File: src/rtl/rid_pkg.sv
// ----------------------------------------------------------------------------
// rid_pkg
// Shared types, opcode constants and helpers for the instruction decode block.
// ----------------------------------------------------------------------------
`default_nettype none

package rid_pkg;

    // Opcodes and function codes with special handling
    localparam logic [5:0]  OP_ADD_CMP = 6'h05;   // RSUBK / CMP / CMPU
    localparam logic [5:0]  OP_IMM     = 6'h2C;
    localparam logic [5:0]  OP_BR      = 6'h26;
    localparam logic [5:0]  OP_BRI     = 6'h2E;
    localparam logic [5:0]  OP_BCC     = 6'h27;
    localparam logic [10:0] FUNC_ZERO  = 11'h000;
    localparam logic [10:0] FUNC_CMP   = 11'h001;
    localparam logic [10:0] FUNC_CMPU  = 11'h003;

    typedef enum logic [1:0] {
        ST_OK      = 2'd0,
        ST_ILLEGAL = 2'd1,
        ST_UNIMPL  = 2'd2
    } status_t;

    typedef enum logic [2:0] {
        ALU_ADD = 3'd0,
        ALU_CMP = 3'd1,
        ALU_OR  = 3'd2,
        ALU_AND = 3'd3,
        ALU_XOR = 3'd4
    } alu_op_t;

    typedef enum logic [1:0] {
        BR_NONE    = 2'd0,
        BR_STALL   = 2'd1,
        BR_DELAYED = 2'd2
    } branch_kind_t;

    typedef struct packed {
        logic [31:0] instruction;
        logic [31:0] pc_value;
        logic [31:0] reg_a_value;
        logic [31:0] reg_b_value;
        logic        carry_flag;
    } inst_t;

    typedef struct packed {
        status_t      status;
        logic [31:0]  pc_out;
        logic [4:0]   dest_reg;
        logic         write_enable;
        logic         write_source;
        alu_op_t      alu_op;
        logic [31:0]  operand_a;
        logic [31:0]  operand_b;
        logic         carry_in;
        logic         carry_update;
        logic         compare_unsigned;
        branch_kind_t branch_kind;
    } ctrl_t;

    // IMM prefix state as seen by the decoder
    typedef struct packed {
        logic        pending;
        logic [15:0] upper;
    } imm_state_t;

    // Update request from the decoder to the IMM prefix state
    typedef struct packed {
        logic        load;
        logic        clear;
        logic [15:0] upper;
    } imm_upd_t;

    // Opcodes of the full set that this subset leaves unimplemented
    function automatic logic is_unimpl(input logic [5:0] op);
        logic hit;
        begin
            case (op)
                6'h10, 6'h18, 6'h11, 6'h19, 6'h24,
                6'h30, 6'h38, 6'h31, 6'h39, 6'h32, 6'h3A,
                6'h34, 6'h3C, 6'h35, 6'h3D, 6'h36, 6'h3E,
                6'h2F, 6'h2D: hit = 1'b1;
                default:      hit = 1'b0;
            endcase
            return hit;
        end
    endfunction

endpackage

`default_nettype wire

File: src/rtl/rid_decode.sv
// ----------------------------------------------------------------------------
// rid_decode
// Combinational decode of one instruction into execute controls.
// ----------------------------------------------------------------------------
`default_nettype none

module rid_decode (
    input  rid_pkg::inst_t      inst,
    input  rid_pkg::imm_state_t imm,
    output rid_pkg::ctrl_t      ctrl,
    output rid_pkg::imm_upd_t   upd
);

    logic [5:0]  op;
    logic [4:0]  rd;
    logic [15:0] imm16;
    logic [10:0] func;
    logic [31:0] imm_val;
    logic [31:0] opb;

    assign op    = inst.instruction[31:26];
    assign rd    = inst.instruction[25:21];
    assign imm16 = inst.instruction[15:0];
    assign func  = inst.instruction[10:0];

    // Prefix supplies the upper half, otherwise sign-extend
    assign imm_val = imm.pending ? {imm.upper, imm16} : {{16{imm16[15]}}, imm16};
    assign opb     = op[3] ? imm_val : inst.reg_b_value;

    always_comb
    begin
        ctrl                  = '0;
        ctrl.status           = rid_pkg::ST_OK;
        ctrl.alu_op           = rid_pkg::ALU_ADD;
        ctrl.branch_kind      = rid_pkg::BR_NONE;
        ctrl.pc_out           = inst.pc_value;
        upd.load              = 1'b0;
        upd.clear             = 1'b0;
        upd.upper             = imm16;

        if (op[5:4] == 2'b00)
        begin
            // add / subtract / compare group
            if (op == rid_pkg::OP_ADD_CMP)
            begin
                if (func != rid_pkg::FUNC_ZERO && func != rid_pkg::FUNC_CMP &&
                    func != rid_pkg::FUNC_CMPU)
                begin
                    ctrl.status = rid_pkg::ST_ILLEGAL;
                end
            end
            else if (!op[3] && func != rid_pkg::FUNC_ZERO)
            begin
                ctrl.status = rid_pkg::ST_ILLEGAL;
            end

            if (ctrl.status == rid_pkg::ST_OK)
            begin
                ctrl.dest_reg     = rd;
                ctrl.write_enable = 1'b1;
                ctrl.operand_a    = inst.reg_a_value;
                ctrl.operand_b    = op[0] ? ~opb : opb;
                ctrl.carry_in     = op[1] ? inst.carry_flag : op[0];
                ctrl.carry_update = ~op[2];
                if (op == rid_pkg::OP_ADD_CMP && func != rid_pkg::FUNC_ZERO)
                begin
                    ctrl.alu_op           = rid_pkg::ALU_CMP;
                    ctrl.compare_unsigned = (func == rid_pkg::FUNC_CMPU);
                end
                upd.clear = 1'b1;
            end
        end
        else if (op[5:4] == 2'b10 && !op[2])
        begin
            // logic group: register forms need function zero
            if (!op[3] && func != rid_pkg::FUNC_ZERO)
            begin
                ctrl.status = rid_pkg::ST_ILLEGAL;
            end
            else
            begin
                ctrl.dest_reg     = rd;
                ctrl.write_enable = 1'b1;
                ctrl.operand_a    = inst.reg_a_value;
                ctrl.operand_b    = (op[1:0] == 2'b11) ? ~opb : opb;
                case (op[1:0])
                    2'b00:   ctrl.alu_op = rid_pkg::ALU_OR;
                    2'b10:   ctrl.alu_op = rid_pkg::ALU_XOR;
                    default: ctrl.alu_op = rid_pkg::ALU_AND;
                endcase
                upd.clear = 1'b1;
            end
        end
        else if (op == rid_pkg::OP_IMM)
        begin
            upd.load = 1'b1;
        end
        else if (op == rid_pkg::OP_BR || op == rid_pkg::OP_BRI)
        begin
            if (op == rid_pkg::OP_BR && func != rid_pkg::FUNC_ZERO)
            begin
                ctrl.status = rid_pkg::ST_ILLEGAL;
            end
            else
            begin
                if (inst.instruction[18])
                begin
                    ctrl.dest_reg     = rd;
                    ctrl.write_enable = 1'b1;
                    ctrl.write_source = 1'b1;
                end
                ctrl.branch_kind = inst.instruction[20] ? rid_pkg::BR_DELAYED
                                                        : rid_pkg::BR_STALL;
                ctrl.operand_a   = inst.instruction[19] ? '0 : inst.pc_value;
                ctrl.operand_b   = opb;
                upd.clear        = 1'b1;
            end
        end
        else if (op == rid_pkg::OP_BCC)
        begin
            ctrl.status = (func != rid_pkg::FUNC_ZERO) ? rid_pkg::ST_ILLEGAL
                                                       : rid_pkg::ST_UNIMPL;
        end
        else if (rid_pkg::is_unimpl(op))
        begin
            ctrl.status = rid_pkg::ST_UNIMPL;
        end
        else
        begin
            ctrl.status = rid_pkg::ST_ILLEGAL;
        end
    end

endmodule

`default_nettype wire

File: src/rtl/rid_imm_state.sv
// ----------------------------------------------------------------------------
// rid_imm_state
// IMM prefix flag and latched upper immediate.
// ----------------------------------------------------------------------------
`default_nettype none

module rid_imm_state (
    input  logic                clk,
    input  logic                rst_n,
    input  logic                advance,
    input  rid_pkg::imm_upd_t   upd,
    output rid_pkg::imm_state_t imm
);

    logic        pending_reg;
    logic        pending_next;
    logic [15:0] upper_reg;
    logic [15:0] upper_next;

    always_comb
    begin
        pending_next = pending_reg;
        upper_next   = upper_reg;
        if (advance && upd.load)
        begin
            pending_next = 1'b1;
            upper_next   = upd.upper;
        end
        else if (advance && upd.clear)
        begin
            pending_next = 1'b0;
        end
    end

    always_ff @(posedge clk or negedge rst_n)
    begin
        if (!rst_n)
        begin
            pending_reg <= 1'b0;
            upper_reg   <= '0;
        end
        else
        begin
            pending_reg <= pending_next;
            upper_reg   <= upper_next;
        end
    end

    assign imm.pending = pending_reg;
    assign imm.upper   = upper_reg;

endmodule

`default_nettype wire

File: src/rtl/risc_instruction_decode_subset.sv
// ----------------------------------------------------------------------------
// risc_instruction_decode_subset
// Decode stage for a subset of a 32-bit soft-processor instruction set.
// ----------------------------------------------------------------------------
// Takes one instruction request per clock on the inst channel and returns one
// ctrl result per request, in order. A request passes through an input
// register, then through decode logic into the result register; throughput is
// one request per cycle with no bubbles, and both registers stall in place
// when ctrl_ready is low. The IMM prefix state is
// updated on the same edge that loads the decoded result, so an IMM followed
// directly by its consumer sees the new upper immediate without a stall.
// Illegal and unimplemented encodings return a no-op result with the status
// set and leave the prefix state untouched.
`default_nettype none

module risc_instruction_decode_subset (
    input  logic            clk,
    input  logic            rst_n,
    // instruction requests
    input  logic            inst_valid,
    output logic            inst_ready,
    input  rid_pkg::inst_t  inst,
    // decoded execute controls
    output logic            ctrl_valid,
    input  logic            ctrl_ready,
    output rid_pkg::ctrl_t  ctrl
);

    // input register
    logic                s1_valid_reg;
    logic                s1_valid_next;
    rid_pkg::inst_t      s1_data_reg;

    // result register
    logic                out_valid_reg;
    logic                out_valid_next;
    rid_pkg::ctrl_t      out_data_reg;

    logic                out_load;
    logic                s1_free;
    rid_pkg::ctrl_t      dec_ctrl;
    rid_pkg::imm_upd_t   dec_upd;
    rid_pkg::imm_state_t imm;

    // Advance the held request when the result register is empty or draining
    assign out_load   = s1_valid_reg && (!out_valid_reg || ctrl_ready);
    assign s1_free    = !s1_valid_reg || out_load;
    assign inst_ready = s1_free;

    always_comb
    begin
        s1_valid_next  = s1_free ? inst_valid : s1_valid_reg;
        out_valid_next = out_load ? 1'b1 : (ctrl_ready ? 1'b0 : out_valid_reg);
    end

    always_ff @(posedge clk or negedge rst_n)
    begin
        if (!rst_n)
        begin
            s1_valid_reg  <= 1'b0;
            out_valid_reg <= 1'b0;
        end
        else
        begin
            s1_valid_reg  <= s1_valid_next;
            out_valid_reg <= out_valid_next;
        end
    end

    // Payload registers: load on advance, hold otherwise
    always_ff @(posedge clk)
    begin
        if (s1_free && inst_valid)
        begin
            s1_data_reg <= inst;
        end
        if (out_load)
        begin
            out_data_reg <= dec_ctrl;
        end
    end

    rid_decode u_decode (
        .inst (s1_data_reg),
        .imm  (imm),
        .ctrl (dec_ctrl),
        .upd  (dec_upd)
    );

    // Commit prefix state only when the decoded request moves on
    rid_imm_state u_imm_state (
        .clk     (clk),
        .rst_n   (rst_n),
        .advance (out_load),
        .upd     (dec_upd),
        .imm     (imm)
    );

    assign ctrl_valid = out_valid_reg;
    assign ctrl       = out_data_reg;

endmodule

`default_nettype wire

File: config.mk
export PLATFORM = sky130hd
export DESIGN_NAME = risc_instruction_decode_subset
export DESIGN_NICKNAME = d
export VERILOG_FILES = /design/src/rtl/rid_pkg.sv /design/src/rtl/rid_decode.sv /design/src/rtl/rid_imm_state.sv /design/src/rtl/risc_instruction_decode_subset.sv
export SDC_FILE = /design/constraint.sdc
export NUM_CORES = 1
export LEC_CHECK = 0
export BUFFER_PORTS_ARGS = -buffer_cell sky130_fd_sc_hd__buf_2
export CORE_MARGIN = 10
export CORE_UTILIZATION = 53
export DETAILED_ROUTE_END_ITERATION = 16
export PLACE_DENSITY = 0.8
export RECOVER_POWER = 25
export SKIP_LAST_GASP = 1
export SLEW_MARGIN = 20
export SYNTH_ARGS = -nofsm -noshare
export SYNTH_HDL_FRONTEND = slang
export SYNTH_SLANG_ARGS = --single-unit
File: constraint.sdc
create_clock -name clk -period 4.5 [get_ports clk]
set_input_delay 0.9 -clock clk [delete_from_list [all_inputs] [get_ports clk]]
set_output_delay 0.9 -clock clk [all_outputs]
set_load 0.02 [all_outputs]
After elaboration in Yosys (flattened, before gate mapping)
Memory sizes are Yosys's and may differ from the RTL's. A register that Yosys moved wholly into a read port is not among the register bits. Index checks and enable logic that the tools add are counted.

Register bits: 261. Bits in latches: 0. RAM bits: 0. ROM bits: 64. Input port bits: 133. Output and inout port bits: 115. Logic and storage cells: 120. Memories kept: 1.

Add/subtract/negate cells: 0. Multiply operators: 0. Divide/modulo/power cells: 0. Magnitude comparators: 0. Equal/unequal tests: 11. Shift-type cells: 0. Mux-type cells: 58. Bitwise logic cells: 3. Reduce and logical (&&, ||, !) cells: 26.

Memories: (no name shown) (words 64, width 1, read ports 1, clocked after memory_dff 1, write ports 0, RTL line rid_pkg.sv:79) `case (op)`.

Operators with widths (number): two-way mux 64 bit (4); two-way mux 32 bit (5); two-way mux 67 bit (2); two-way mux 68 bit (1); NOT 32 bit (1); two-way mux 6 bit (5); two-way mux 7 bit (4); two-way mux 1 bit (25); equality test 6 bit, second input constant (4); two-way mux 2 bit (10); equality test 11 x 2 -> 1 bit, second input constant (1); inequality test 11 x 1 -> 1 bit, second input constant (1); inequality test 11 x 2 -> 1 bit, second input constant (1); nonzero test 11 bit (1); logical AND 1 bit (10); equality test 2 bit, second input constant (3); equality test 6 x 3 -> 1 bit, second input constant (1); logical NOT 2 bit (3); case mux 3 bit (2 select lines) (1); OR reduction 5 bit (1); logical NOT 1 bit (4); nonzero test 2 bit (2); logical OR 1 bit (3); two-way mux 3 bit (1); 3 further kinds (4).

Depth between registers and ports, before layout
Depth after elaboration: 12. Depth in mapped cells: 8. Depth with buffers taken out: 6.

Modules after synthesis
Synthesis repeated with hierarchy kept, for this count alone.

Cell total of the unflattened synthesis: 549. Area, all modules: 9923.3 um2.

By module, submodules not included: risc_instruction_decode_subset (instances 1, cells an instance 250, area each 7370.8 um2); rid_decode (instances 1, cells an instance 261, area each 1856.8 um2); rid_imm_state (instances 1, cells an instance 38, area each 695.7 um2).

Worst setup path before layout
OpenSTA, ideal clock, no wires.

Path kind: input -> register. Start point: in ctrl_ready. End point: reg s1_data_reg[0] in the netlist's numbering (enable). Data arrival time: 3.983 ns. Path slack: 0.037 ns. Stages on the path: 4. Cells stage by stage: and3b_1 -> inv_1 -> nand2_1 -> inv_1.

Longest elaborated chain between the ends: 4.

Ends and longest elaborated chain: start: declaration (RTL line risc_instruction_decode_subset.sv:25) `input logic ctrl_ready,`; logical OR 1 bit (RTL line risc_instruction_decode_subset.sv:46) `assign out_load = s1_valid_reg && (!out_valid_reg || ctrl_ready);`; logical AND 1 bit (RTL line risc_instruction_decode_subset.sv:46); logical OR 1 bit (RTL line risc_instruction_decode_subset.sv:47) `assign s1_free = !s1_valid_reg || out_load;`; net inst_ready (RTL line risc_instruction_decode_subset.sv:21) `output logic inst_ready,`; logical AND 1 bit (RTL line risc_instruction_decode_subset.sv:73) `if (s1_free && inst_valid)`; end signal: assignment (RTL line risc_instruction_decode_subset.sv:75) `s1_data_reg <= inst;`; end: declaration (RTL line risc_instruction_decode_subset.sv:32) `rid_pkg::inst_t s1_data_reg;`.

The timed path passes the listed nets, and every way through them passes these cells. A chain may end at the register's enable or synchronous reset.

==> results.py <==
metrics = {
    "sta": {
        "fin_setup_tns_ns": 0,
        "fin_crit_sh": 0.570,
        "worst_slew_pin_slew_ns": 0.974,
        "timing.fmax_mhz": 390,
        "hold_viol_final": 0,
        "period_minus_slack_ns": 2.57,
        "skew_ns": 0.00865,
        "rsz0062_at_grt": "false",
        "setup_ws_ns": 1.93,
        "slew_headroom": 0.351,
        "finalMaxSlewViolations": 0,
        "finalSetupViolCount": 0,
    },
    "hold_path": {
        "hp-class": "reg -> reg",
    },
    "final_layout": {
        "synthToLayoutAreaGrowth_pct": 23.3,
        "multi_input_area_sq_um": 1850,
        "drive_gt1_frac": 0.391,
        "final_util": 0.665,
        "nFillCells": 1210,
        "largest_reg_flops": 127,
        "seq_area_sq_um": 7700,
        "nets": 918,
    },
    "setup_path": {
        "cp.required_ns": 4.88,
        "crit_type": "reg -> reg",
        "crit_path_end_kind": "flop",
        "critPathMaxFanout": 26,
        "worstSetupStartpointType": "flop",
        "critPathArrivalTime_ns": 2.95,
    },
    "logic_synthesis": {
        "synthDistinctLibCells": 49,
        "ys.flop_type": "edfxtp_1",
        "synth_area_leaders": "edfxtp_1, mux2i_1, dfrtp_1",
        "synth_nets": 664,
        "synth_edf_count": 240,
        "yosysSeqAreaShare": 0.792,
        "ys_warn_count": 0,
        "yosysTopAreaCell": "edfxtp_1",
        "ys_async_sr_fraction": 0.0731,
        "synth_common_cells": "edfxtp_1, mux2i_1, a22o_1",
        "synthAdderAreaFrac": 0,
        "synth-xor-area-share": 0,
        "synth_top_family_by_area": "multiplexers",
        "synth_most_common_cell": "edfxtp_1",
        "ys_ff_latch": 260,
        "synthMuxAreaShare": 0.0743,
        "netlist_area_sq_um": 9720,
        "synth_top_area_share": 0.741,
        "avgSynthCellArea_sq_um": 18.3,
        "synthSimpleGateAreaFrac": 0.0516,
        "synth_compound_area_frac": 0.0629,
        "netlist_instances": 531,
    },
    "global_routing": {
        "grt_pass1_wl_um": 34200,
        "first_global_vias": 6075,
        "grt.overflow.total": 0,
        "antenna_found_initial": 3,
        "grt_max_degree": 82,
        "grt.total_usage": 0.178,
    },
    "floorplan": {
        "die_x_um": 155,
        "io_pins": 248,
        "die_y_um": 155,
        "start_util": 0.539,
        "core_area_sq_um": 18000,
        "rows": 49,
        "die-area_sq_um": 24200,
    },
    "job": {
        "cap_viol_max_count": 0,
    },
    "placed_design": {
        "gp_congestion": 0.842,
        "numPortBuffers": 245,
        "pre_cts_slack_ns": 1.43,
        "detailed_place_hpwl_um": 16000,
    },
    "route": {
        "drt_iter0_markers": 365,
        "wl_um": 22500,
        "drc": 0,
        "ant_nets": 0,
        "via_per_inst": 5.46,
        "drt-pass1-iter-count": 4,
        "wl_per_cell_um": 21.7,
        "num_vias": 5660,
    },
    "clock_tree": {
        "htreeDepth": 1,
        "root_buffer": "clkbuf_16",
        "cts_buffer_depth": 3,
        "clkTransAtPathRegs_ns": 0.06,
        "cts_resized": 0,
        "cts.sinks": 260,
        "clk_latency_ns": 0.51,
        "cts_buffers": 26,
        "cts-hold-fix-buffers": 0,
        "cts_tree": "done",
        "postCtsSetupRepairBufs": 0,
    },
    "pwr": {
        "ir_worst_vdd_v": 0.000430,
        "power_density_nw_per_um2": 455,
        "p_leak_nw": 4.87,
    },
    "outcome": {
        "status": "finished clean",
    },
}
## report_power, final
part	internal, mW	switching (mW)	total (mW)
logic	0.193	0.334	0.527
clock network	1.14	0.835	1.98
registers	2.86	0.0868	2.95
total	4.20	1.26	5.45
## area by class of cell
cell class	count	share of cell area
Clock inverter	16	0.00845
Inverter	4	0.00167
Timing Repair Buffer	254	0.111
Clock buffer	30	0.0573
Sequential cell	260	0.643
Tap cell	229	0.0239
Multi-Input combinational cell	239	0.154
Antenna cell	4	0.000835
## through the flow
step	cell area (sq um)	hold WS (ns)	total power, mW	cells
final	12000	0.450	5.45	1036
after global routing	12000	0.464	5.67	1035
after CTS	12000	0.306	5.50	1031
after detailed placement	11200	0.437	3.52	985
after global placement	11200	0.430	3.49	985
after floorplan	9720	0.427	3.30	531
## worst max-delay path, stage by stage, from the launching register on
cell      delay [ns]
edfxtp_1        0.67
and4bb_1        0.42
nand4_1         0.16
o22ai_2         0.40
buf_4           0.41
a21o_1          0.20
and2_1          0.16
## path summary, 6_finish.rpt
path	from	to	slack, ns	depth (start not counted)
worst max register to register	s1_data_reg[126]$_DFFE_PN_	ctrl[74]$_DFFE_PP_	1.93	6
worst min-delay path	s1_data_reg[80]$_DFFE_PN_	ctrl[94]$_DFFE_PP_	0.45	0
worst max-delay path	s1_data_reg[126]$_DFFE_PN_	ctrl[74]$_DFFE_PP_	1.93	6
max in group asynchronous	rst_n	u_imm_state.upper_reg[10]$_DFFE_PN0P_	3.39	1
min in group asynchronous	rst_n	u_imm_state.upper_reg[11]$_DFFE_PN0P_	0.52	1
worst min register to register	s1_data_reg[80]$_DFFE_PN_	ctrl[94]$_DFFE_PP_	0.45	0
## layer usage
layer | global-route usage | up-vias | wire length [um]
li1 | - | 2592 | -
met1 | 0.219 | 2785 | 8810
met2 | 0.301 | 250 | 11300
met3 | 0.0513 | 33 | 1970
met4 | 0.0481 | 0 | 427
met5 | 0 | - | 0
## layout by cell type (no fill, tap or decap), types with 3 or more instances in the layout
master	netlist	routed
mux2_2	17	17
nor2_1	9	9
nand4b_1	3	3
buf_2	10	242
buf_4	6	6
nor2b_1	4	4
diode_2	0	4
mux2i_1	53	53
a21oi_1	20	20
a22o_1	32	32
o21ai_0	16	16
clkinv_2	0	3
nand4_1	4	4
clkbuf_1	8	6
and2_1	8	8
clkbuf_16	0	27
nand2b_1	8	8
clkinv_1	0	10
dfrtp_1	19	19
nand2_1	26	26
edfxtp_1	240	240
nor3_1	4	4
nand3_1	3	3
## kinds of logic after synthesis
| family | after synthesis |
|---|---|
| buffers and inverters | 32 |
| AO/OA/AOI/OAI | 84 |
| flip-flops | 260 |
| multiplexers | 70 |
| AND/OR/NAND/NOR | 85 |
Note: power is estimated with default switching activity, not from simulation.
